===== src/rtl/core/lwbr_pkg.sv =====
package lwbr_pkg;

    localparam int ALPHABET_SIZE_DEF = 26;
    localparam int HISTORY_DEPTH_DEF = 512;

    localparam int LETTER_W = 5;
    localparam int LIMIT_W  = 4;
    localparam int CNT_W    = 5;
    localparam int LEN_W    = 10;

    localparam logic [LIMIT_W-1:0] LIMIT_RST = 4'd2;
    localparam logic [LEN_W-1:0]   LEN_MAX   = 10'd1023;

endpackage


===== src/rtl/core/lwbr_in_if.sv =====
interface lwbr_in_if import lwbr_pkg::*; ();
    logic                valid;
    logic                ready;
    logic [LETTER_W-1:0] letter_index;
    logic                first_letter;
    logic                last_letter;

    modport source (output valid, output letter_index, output first_letter,
                    output last_letter, input ready);
    modport sink   (input valid, input letter_index, input first_letter,
                    input last_letter, output ready);
endinterface


===== src/rtl/core/lwbr_out_if.sv =====
interface lwbr_out_if import lwbr_pkg::*; ();
    logic             valid;
    logic             ready;
    logic [LEN_W-1:0] window_length;
    logic [LEN_W-1:0] best_length;
    logic             final_result;

    modport source (output valid, output window_length, output best_length,
                    output final_result, input ready);
    modport sink   (input valid, input window_length, input best_length,
                    input final_result, output ready);
endinterface


===== src/rtl/core/longest_window_bounded_repeats_unit.sv =====
// Longest window with bounded repeats. Letters arrive one per input transaction; for each
// one the unit returns the length of the longest window ending at that letter in which no
// letter occurs more than occurrence_limit times (0 acts as 1), the best such length since
// the last first_letter mark, and the echoed last_letter mark. Letter indexes at or above
// the alphabet size are taken as the last letter; lengths saturate at 1023. Per-letter
// counts live in a small synchronous memory and the window letters in a ring memory of
// HISTORY_DEPTH entries; one letter is handled at a time. An accepted letter has its count
// read and written back incremented, and its result is registered; every letter that
// leaves the window costs one ring read, then a read-modify-write of the count memory. A
// letter arriving at a full ring first drops the oldest letter, then reads its own count
// again. Each letter leaves the window at most once. A result waiting on the sink holds off
// the next letter.
module longest_window_bounded_repeats_unit import lwbr_pkg::*; #(
    parameter int ALPHABET_SIZE = ALPHABET_SIZE_DEF,
    parameter int HISTORY_DEPTH = HISTORY_DEPTH_DEF
) (
    input  logic               i_clk,
    input  logic               i_rst_n,
    input  logic               i_cfg_wr_en,
    input  logic [LIMIT_W-1:0] i_cfg_wr_data,
    lwbr_in_if.sink            i_in,
    lwbr_out_if.source         o_out
);

    localparam int AW = (ALPHABET_SIZE > 1) ? $clog2(ALPHABET_SIZE) : 1;
    localparam int HW = $clog2(HISTORY_DEPTH);
    localparam int FW = $clog2(HISTORY_DEPTH + 1);

    localparam logic [AW-1:0] LAST_LETTER = AW'(ALPHABET_SIZE - 1);
    localparam logic [HW-1:0] LAST_SLOT   = HW'(HISTORY_DEPTH - 1);
    localparam logic [FW-1:0] FULL_FILL   = FW'(HISTORY_DEPTH);
    localparam logic [FW-1:0] ONE_FILL    = FW'(1);

    localparam logic [2:0] S_IDLE  = 3'd0;
    localparam logic [2:0] S_ADD_R = 3'd1;
    localparam logic [2:0] S_ADD_W = 3'd2;
    localparam logic [2:0] S_DRP_C = 3'd3;
    localparam logic [2:0] S_DRP_W = 3'd4;

    logic [2:0]               r_state, n_state;
    logic [LIMIT_W-1:0]       r_limit;
    logic [AW-1:0]            r_letter;
    logic                     r_last;
    logic                     r_pre, n_pre;
    logic [AW-1:0]            r_old;
    logic [CNT_W-1:0]         r_cur, n_cur;
    logic [HW-1:0]            r_start, n_start;
    logic [HW-1:0]            r_end, n_end;
    logic [FW-1:0]            r_fill, n_fill;
    logic [FW-1:0]            r_best, n_best;
    logic [ALPHABET_SIZE-1:0] r_cvalid, n_cvalid;

    logic [CNT_W-1:0] r_cnt_mem [ALPHABET_SIZE];
    logic [AW-1:0]    r_hist_mem [HISTORY_DEPTH];
    logic [CNT_W-1:0] r_cnt_q;
    logic [AW-1:0]    r_hist_q;

    logic             r_out_valid;
    logic [LEN_W-1:0] r_out_len;
    logic [LEN_W-1:0] r_out_best;
    logic             r_out_last;

    logic             in_acc;
    logic             done;
    logic [AW-1:0]    letter_sat;
    logic [CNT_W-1:0] lim;
    logic [AW-1:0]    cnt_sel;
    logic [CNT_W-1:0] cnt_cur;
    logic [CNT_W-1:0] cur_inc;
    logic [HW-1:0]    start_nx;
    logic [HW-1:0]    end_nx;
    logic             cnt_we;
    logic [AW-1:0]    cnt_wa;
    logic [CNT_W-1:0] cnt_wd;
    logic [AW-1:0]    cnt_ra;
    logic             hist_we;
    logic [HW-1:0]    hist_ra;

    assign i_in.ready = (r_state == S_IDLE) && (!r_out_valid || o_out.ready);
    assign in_acc     = i_in.valid && i_in.ready;

    assign letter_sat = (int'(i_in.letter_index) >= ALPHABET_SIZE) ? LAST_LETTER
                                                                 : AW'(i_in.letter_index);
    assign lim      = (r_limit == '0) ? CNT_W'(1) : CNT_W'(r_limit);
    assign cnt_sel  = (r_state == S_DRP_W) ? r_old : r_letter;
    assign cnt_cur  = r_cvalid[cnt_sel] ? r_cnt_q : '0;
    assign cur_inc  = cnt_cur + CNT_W'(1);
    assign start_nx = (r_start == LAST_SLOT) ? '0 : r_start + HW'(1);
    assign end_nx   = (r_end == LAST_SLOT) ? '0 : r_end + HW'(1);

    always_comb begin
        n_state  = r_state;
        n_pre    = r_pre;
        n_cur    = r_cur;
        n_start  = r_start;
        n_end    = r_end;
        n_fill   = r_fill;
        n_best   = r_best;
        n_cvalid = r_cvalid;
        cnt_we   = 1'b0;
        cnt_wa   = r_letter;
        cnt_wd   = cur_inc;
        cnt_ra   = r_letter;
        hist_we  = 1'b0;
        hist_ra  = r_start;
        done     = 1'b0;
        case (r_state)
            S_IDLE: begin
                cnt_ra = letter_sat;
                if (in_acc) begin
                    if (i_in.first_letter) begin
                        n_start  = '0;
                        n_end    = '0;
                        n_fill   = '0;
                        n_best   = '0;
                        n_cvalid = '0;
                    end
                    if (!i_in.first_letter && r_fill == FULL_FILL) begin
                        n_pre   = 1'b1;
                        n_state = S_DRP_C;
                    end else begin
                        n_pre   = 1'b0;
                        n_state = S_ADD_W;
                    end
                end
            end
            S_ADD_R: begin
                n_state = S_ADD_W;
            end
            S_ADD_W: begin
                cnt_we             = 1'b1;
                n_cvalid[r_letter] = 1'b1;
                hist_we            = 1'b1;
                n_end              = end_nx;
                n_fill             = r_fill + ONE_FILL;
                n_cur              = cur_inc;
                if (cur_inc > lim && n_fill > ONE_FILL) begin
                    n_state = S_DRP_C;
                end else begin
                    done = 1'b1;
                end
            end
            S_DRP_C: begin
                cnt_ra  = r_hist_q;
                n_state = S_DRP_W;
            end
            S_DRP_W: begin
                if (cnt_cur != '0) begin
                    cnt_we          = 1'b1;
                    cnt_wa          = r_old;
                    cnt_wd          = cnt_cur - CNT_W'(1);
                    n_cvalid[r_old] = 1'b1;
                end
                n_start = start_nx;
                n_fill  = r_fill - ONE_FILL;
                hist_ra = start_nx;
                if (r_pre) begin
                    n_pre   = 1'b0;
                    n_state = S_ADD_R;
                end else begin
                    if (r_old == r_letter) begin
                        n_cur = r_cur - CNT_W'(1);
                    end
                    if (n_cur > lim && n_fill > ONE_FILL) begin
                        n_state = S_DRP_C;
                    end else begin
                        done = 1'b1;
                    end
                end
            end
            default: begin
                n_state = S_IDLE;
            end
        endcase
        if (done) begin
            n_state = S_IDLE;
            n_best  = (n_fill > r_best) ? n_fill : r_best;
        end
    end

    always_ff @(posedge i_clk) begin
        if (!i_rst_n) begin
            r_state     <= S_IDLE;
            r_limit     <= LIMIT_RST;
            r_pre       <= 1'b0;
            r_start     <= '0;
            r_end       <= '0;
            r_fill      <= '0;
            r_best      <= '0;
            r_cvalid    <= '0;
            r_out_valid <= 1'b0;
        end else begin
            r_state  <= n_state;
            r_pre    <= n_pre;
            r_start  <= n_start;
            r_end    <= n_end;
            r_fill   <= n_fill;
            r_best   <= n_best;
            r_cvalid <= n_cvalid;
            if (i_cfg_wr_en) begin
                r_limit <= i_cfg_wr_data;
            end
            if (done) begin
                r_out_valid <= 1'b1;
            end else if (o_out.ready) begin
                r_out_valid <= 1'b0;
            end
        end
    end

    always_ff @(posedge i_clk) begin
        r_cur <= n_cur;
        if (in_acc) begin
            r_letter <= letter_sat;
            r_last   <= i_in.last_letter;
        end
        if (r_state == S_DRP_C) begin
            r_old <= r_hist_q;
        end
        if (done) begin
            r_out_len  <= (int'(n_fill) > int'(LEN_MAX)) ? LEN_MAX : LEN_W'(n_fill);
            r_out_best <= (int'(n_best) > int'(LEN_MAX)) ? LEN_MAX : LEN_W'(n_best);
            r_out_last <= r_last;
        end
    end

    // per-letter count memory
    always_ff @(posedge i_clk) begin
        if (cnt_we) begin
            r_cnt_mem[cnt_wa] <= cnt_wd;
        end
        r_cnt_q <= r_cnt_mem[cnt_ra];
    end

    // ring of window letters
    always_ff @(posedge i_clk) begin
        if (hist_we) begin
            r_hist_mem[r_end] <= r_letter;
        end
        r_hist_q <= r_hist_mem[hist_ra];
    end

    assign o_out.valid         = r_out_valid;
    assign o_out.window_length = r_out_len;
    assign o_out.best_length   = r_out_best;
    assign o_out.final_result  = r_out_last;

endmodule


===== src/flat_wrapper.sv =====
// flat-port wrapper written by rule: the top's interface ports become plain ports
module longest_window_bounded_repeats_unit_flat import lwbr_pkg::*;
#(
    parameter int ALPHABET_SIZE = ALPHABET_SIZE_DEF,
    parameter int HISTORY_DEPTH = HISTORY_DEPTH_DEF
)
  (i_clk, i_rst_n, i_cfg_wr_en, i_cfg_wr_data, i_in_valid, i_in_letter_index, i_in_first_letter, i_in_last_letter, i_in_ready, o_out_valid, o_out_window_length, o_out_best_length, o_out_final_result, o_out_ready);
  lwbr_in_if i_in_i ();
  lwbr_out_if o_out_i ();
  input  logic i_clk;
  input  logic i_rst_n;
  input  logic i_cfg_wr_en;
  input  logic [LIMIT_W-1:0] i_cfg_wr_data;
  input wire logic [$bits(i_in_i.valid)-1:0] i_in_valid;
  input wire logic [$bits(i_in_i.letter_index)-1:0] i_in_letter_index;
  input wire logic [$bits(i_in_i.first_letter)-1:0] i_in_first_letter;
  input wire logic [$bits(i_in_i.last_letter)-1:0] i_in_last_letter;
  output wire logic [$bits(i_in_i.ready)-1:0] i_in_ready;
  output wire logic [$bits(o_out_i.valid)-1:0] o_out_valid;
  output wire logic [$bits(o_out_i.window_length)-1:0] o_out_window_length;
  output wire logic [$bits(o_out_i.best_length)-1:0] o_out_best_length;
  output wire logic [$bits(o_out_i.final_result)-1:0] o_out_final_result;
  input wire logic [$bits(o_out_i.ready)-1:0] o_out_ready;
  assign i_in_i.valid = i_in_valid;
  assign i_in_i.letter_index = i_in_letter_index;
  assign i_in_i.first_letter = i_in_first_letter;
  assign i_in_i.last_letter = i_in_last_letter;
  assign i_in_ready = i_in_i.ready;
  assign o_out_valid = o_out_i.valid;
  assign o_out_window_length = o_out_i.window_length;
  assign o_out_best_length = o_out_i.best_length;
  assign o_out_final_result = o_out_i.final_result;
  assign o_out_i.ready = o_out_ready;
  longest_window_bounded_repeats_unit #(.ALPHABET_SIZE(ALPHABET_SIZE), .HISTORY_DEPTH(HISTORY_DEPTH)) u_core (.i_clk(i_clk), .i_rst_n(i_rst_n), .i_cfg_wr_en(i_cfg_wr_en), .i_cfg_wr_data(i_cfg_wr_data), .i_in(i_in_i), .o_out(o_out_i));
endmodule

===== config.mk =====
export PLATFORM = sky130hd
export DESIGN_NAME = longest_window_bounded_repeats_unit_flat
export DESIGN_NICKNAME = d
export VERILOG_FILES = /design/src/rtl/core/lwbr_pkg.sv /design/src/rtl/core/lwbr_in_if.sv /design/src/rtl/core/lwbr_out_if.sv /design/src/rtl/core/longest_window_bounded_repeats_unit.sv /design/src/flat_wrapper.sv
export SDC_FILE = /design/constraint.sdc
export NUM_CORES = 2
export LEC_CHECK = 0
export ABC_CLOCK_PERIOD_IN_PS = 11700
export BUFFER_PORTS_ARGS = -buffer_cell sky130_fd_sc_hd__buf_2
export CORE_MARGIN = 1.5
export CORE_UTILIZATION = 40
export CTS_CLUSTER_SIZE = 20
export DETAILED_ROUTE_END_ITERATION = 7
export SYNTH_ARGS = -nofsm -noshare
export SYNTH_HDL_FRONTEND = slang
export SYNTH_SLANG_ARGS = --single-unit
export TNS_END_PERCENT = 100

===== constraint.sdc =====
create_clock -name i_clk -period 11.7 [get_ports i_clk]
set_input_delay 3.51 -clock i_clk [delete_from_list [all_inputs] [get_ports i_clk]]
set_output_delay 3.51 -clock i_clk [all_outputs]
set_load 0.01 [all_outputs]

==> impl_metrics.yaml <==
status:
  status: "complete, but fails checks"
  violations: "max-capacitance violations, max-slew violations"
logic_synthesis:
  synthArstFlopShare: 0
  synth_nets: 9358
  synthXorXnorAreaFrac: 0.00135
  yosys.area_share.adder: 0.00353
  synth_top_family_by_area: "simple AND/OR/NAND/NOR gates"
  syn_area_per_cell_um2: 12.6
  synth_compound_area_frac: 0.0641
  synthCells: 9309
  ys_ff_latch: 2810
  synth_edf_count: 2727
  ys_warn_count: 0
  synthMuxAreaShare: 0.0209
  yosysSeqAreaShare: 0.713
  yosys.area_share.simple: 0.164
  synth_cell_types: 100
  syn_area_um2: 117000
  yosys_most_used_dff: "edfxtp_1"
die:
  core_area_um2: 291000
  die_x_um: 544
  die_area_um2: 296000
  io_pins: 39
  start_util: 0.402
  die_y_um: 544
  rows: 198
clock_tree:
  cts_setup_buffers: 0
  tritoncts: "yes"
  cts_resized: 0
  root_buffer: "clkbuf_16"
  cts_hold_buffers: 0
  htreeDepth: 5
  cts_buffers: 295
  cts.sinks: 2810
  ctsLongestPathBuffers: 4
  clk_latency_ns: 0.90
  path_clk_slew_ns: 0.06
critical_path:
  rr_startpoint: "u_core.r_start[1]$_SDFFE_PN0P_"
  cpMaxStageDelayCell: "nor4_1"
  crit_top_cell: "buf_2"
  crit_fanout: 3
  crit_buf_inv: 2
  end_kind: "primary output"
  critPathArrivalTime_ns: 4.19
  path_depth: 4
  worstPathCellList: "buf_2 -> nor2b_1 -> nor4_1 -> buf_2"
  worstPathRequired_ns: 8.19
  path_class: "input port to primary output"
  cp-startpoint: "o_out_ready"
  critPathCapture: "i_in_ready"
  regToRegEndpoint: "u_core.r_hist_q[3]$_DFF_P_"
  r2r_setup_slack_ns: 4.07
  reg2reg_depth: 19
  crit_family: "simple AND/OR/NAND/NOR gates"
  crit_path_start_kind: "input port"
  cp_slowest_stage_delay_ns: 0.33
sta:
  report.final.slew_viol_count: 3
  grt_setup_unrepaired: "false"
  period_share: 0.658
  period_needed_ns: 7.70
  fmax_mhz: 130
  max-slew-margin-rel: -0.0359
  worst_pin_slew_ns: 1.51
  finalHoldViolations: 0
  tns_ns: 0
  fin_skew_ns: 0.0548
  setup_violations: 0
finish:
  final_cell_mix: "edfxtp_1, nand2_1, nand3_1, nor2_1, clkbuf_16"
  drive_above_1_share: 0.0789
  area_delta_synth_final_pct: 10.8
  final_common_cell: "edfxtp_1"
  finish.net_count: 9208
route:
  drtPass1Iterations: 6
  via_per_inst: 6.01
  vias: 79890
  first_iter_violations: 13199
  wl_um: 385000
  wire_per_inst_um: 29.0
  drc: 0
  antenna_left: 0
job:
  maxCapViolations: 2
grt:
  grt_pass1_vias: 75005
  overflow: 0
  grt_usage: 0.255
  antenna_found_initial: 40
  grt_pass1_wl_um: 548000
  grt_max_degree: 203
placement:
  gp_congestion: 0.913
  dp_hpwl_um: 229000
  port_buffers: 38
power:
  p_per_area_nw_per_um2: 178
  total_power_mw: 23.1
  leakage_nw: 42.5
  ir_worst_vdd_uv: 305
worst_hold_path:
  min_from: "u_core.r_last$_DFFE_PN_"
  hp-class: "register to register"
-- area by class of cell --
cell class | instances | area, µm²
repair buffers | 221 | 1900
inverters | 64 | 240
clock buffers | 379 | 7840
well taps | 3900 | 4880
fillers | 26111 | 161000
clock inverters | 137 | 1180
multi-input cells | 5767 | 30100
diodes | 9 | 22.5
flip-flops and latches | 2810 | 83600
-- logic make-up after synthesis --
| logic type | Yosys count |
|---|---|
| xor+xnor | 18 |
| fa+ha+maj | 33 |
| mux | 202 |
| buf+inv | 732 |
| flops | 2810 |
| simple gates | 4443 |
| compound gates | 1071 |
-- sequential cells by signal, indices dropped and copies added, names as in the netlist --
name                        flops
u_core.o_out.final_result       1
u_core.r_hist_q                 5
u_core.r_last                   1
u_core.r_start                  9
u_core.o_out.best_length       10
u_core.r_end                    9
u_core.o_out.window_length     10
u_core.r_state                  3
u_core.r_cvalid                26
u_core.r_best                  10
u_core.r_fill                  10
u_core.r_cnt_q                  5
u_core.r_hist_mem            2560
u_core.r_old                    5
u_core.r_cnt_mem              130
u_core.r_limit                  4
u_core.r_pre                    1
u_core.r_letter                 5
u_core.r_cur                    5
u_core.o_out.valid              1
-- per-stage QoR --
| stage | cell area (µm²) | worst slack (ns) | cells | hold WS (ns) | util |
|---|---|---|---|---|---|
| after global placement | 121000 | 3.71 | 12762 | 0.421 | 0.415 |
| after global routing | 130000 | 3.92 | 13280 | 0.445 | 0.446 |
| after floorplan | 117000 | 1.00 | 9309 | 0.400 | - |
| after detailed placement | 121000 | 3.77 | 12762 | 0.412 | 0.415 |
| after CTS | 130000 | 4.01 | 13278 | 0.426 | 0.446 |
| final | 130000 | 4.00 | 13287 | 0.432 | 0.446 |
-- synth_stat cells (23+ instances only) --
master | n | area share
nand4_1 | 42 | 0.0022
nand2_1 | 2331 | 0.075
nor2_1 | 666 | 0.021
a31oi_1 | 217 | 0.012
a211oi_1 | 124 | 0.0079
a311oi_1 | 124 | 0.0093
ha_1 | 33 | 0.0035
nand3_1 | 979 | 0.042
a21oi_1 | 181 | 0.0077
buf_4 | 92 | 0.0059
edfxtp_1 | 2727 | 0.70
nor2b_1 | 36 | 0.0019
a32oi_1 | 38 | 0.0028
nor3_1 | 41 | 0.0018
a221oi_1 | 55 | 0.0041
clkbuf_1 | 224 | 0.0072
buf_1 | 25 | 0.00080
o22ai_1 | 60 | 0.0032
a22oi_1 | 23 | 0.0015
o21ai_0 | 99 | 0.0042
mux4_2 | 33 | 0.0063
buf_6 | 55 | 0.0053
and3_1 | 234 | 0.012
buf_2 | 270 | 0.012
mux2i_1 | 159 | 0.014
dfxtp_1 | 83 | 0.014
inv_1 | 64 | 0.0021
-- routing by layer --
layer,track usage,share of wire,vias to the layer above
met5,0,0.00054,-
met4,0.107,0.047,30
met3,0.0602,0.12,881
met2,0.377,0.44,5039
met1,0.358,0.40,39926
li1,-,-,34014
-- how the worst min path moves through the flow --
| stage | slack, ns | cells past startpoint | to |
|---|---|---|---|
| finish | 0.43 | 0 | u_core.o_out.final_result$_DFFE_PP_ |
| detailed placement | 0.41 | 0 | u_core.o_out.final_result$_DFFE_PP_ |
| global route | 0.44 | 0 | u_core.o_out.final_result$_DFFE_PP_ |
| floorplan | 0.40 | 0 | u_core.o_out.final_result$_DFFE_PP_ |
| CTS | 0.43 | 0 | u_core.o_out.final_result$_DFFE_PP_ |
| global placement | 0.42 | 0 | u_core.o_out.final_result$_DFFE_PP_ |
-- power breakdown --
group          switching (mW)  total, mW  internal, mW
Clock                    3.93       9.04          5.12
Sequential             0.0854       11.9          11.8
Combinational            1.71       2.22         0.509
Total                    5.72       23.1          17.4
Power figures use the tool's default switching activity.
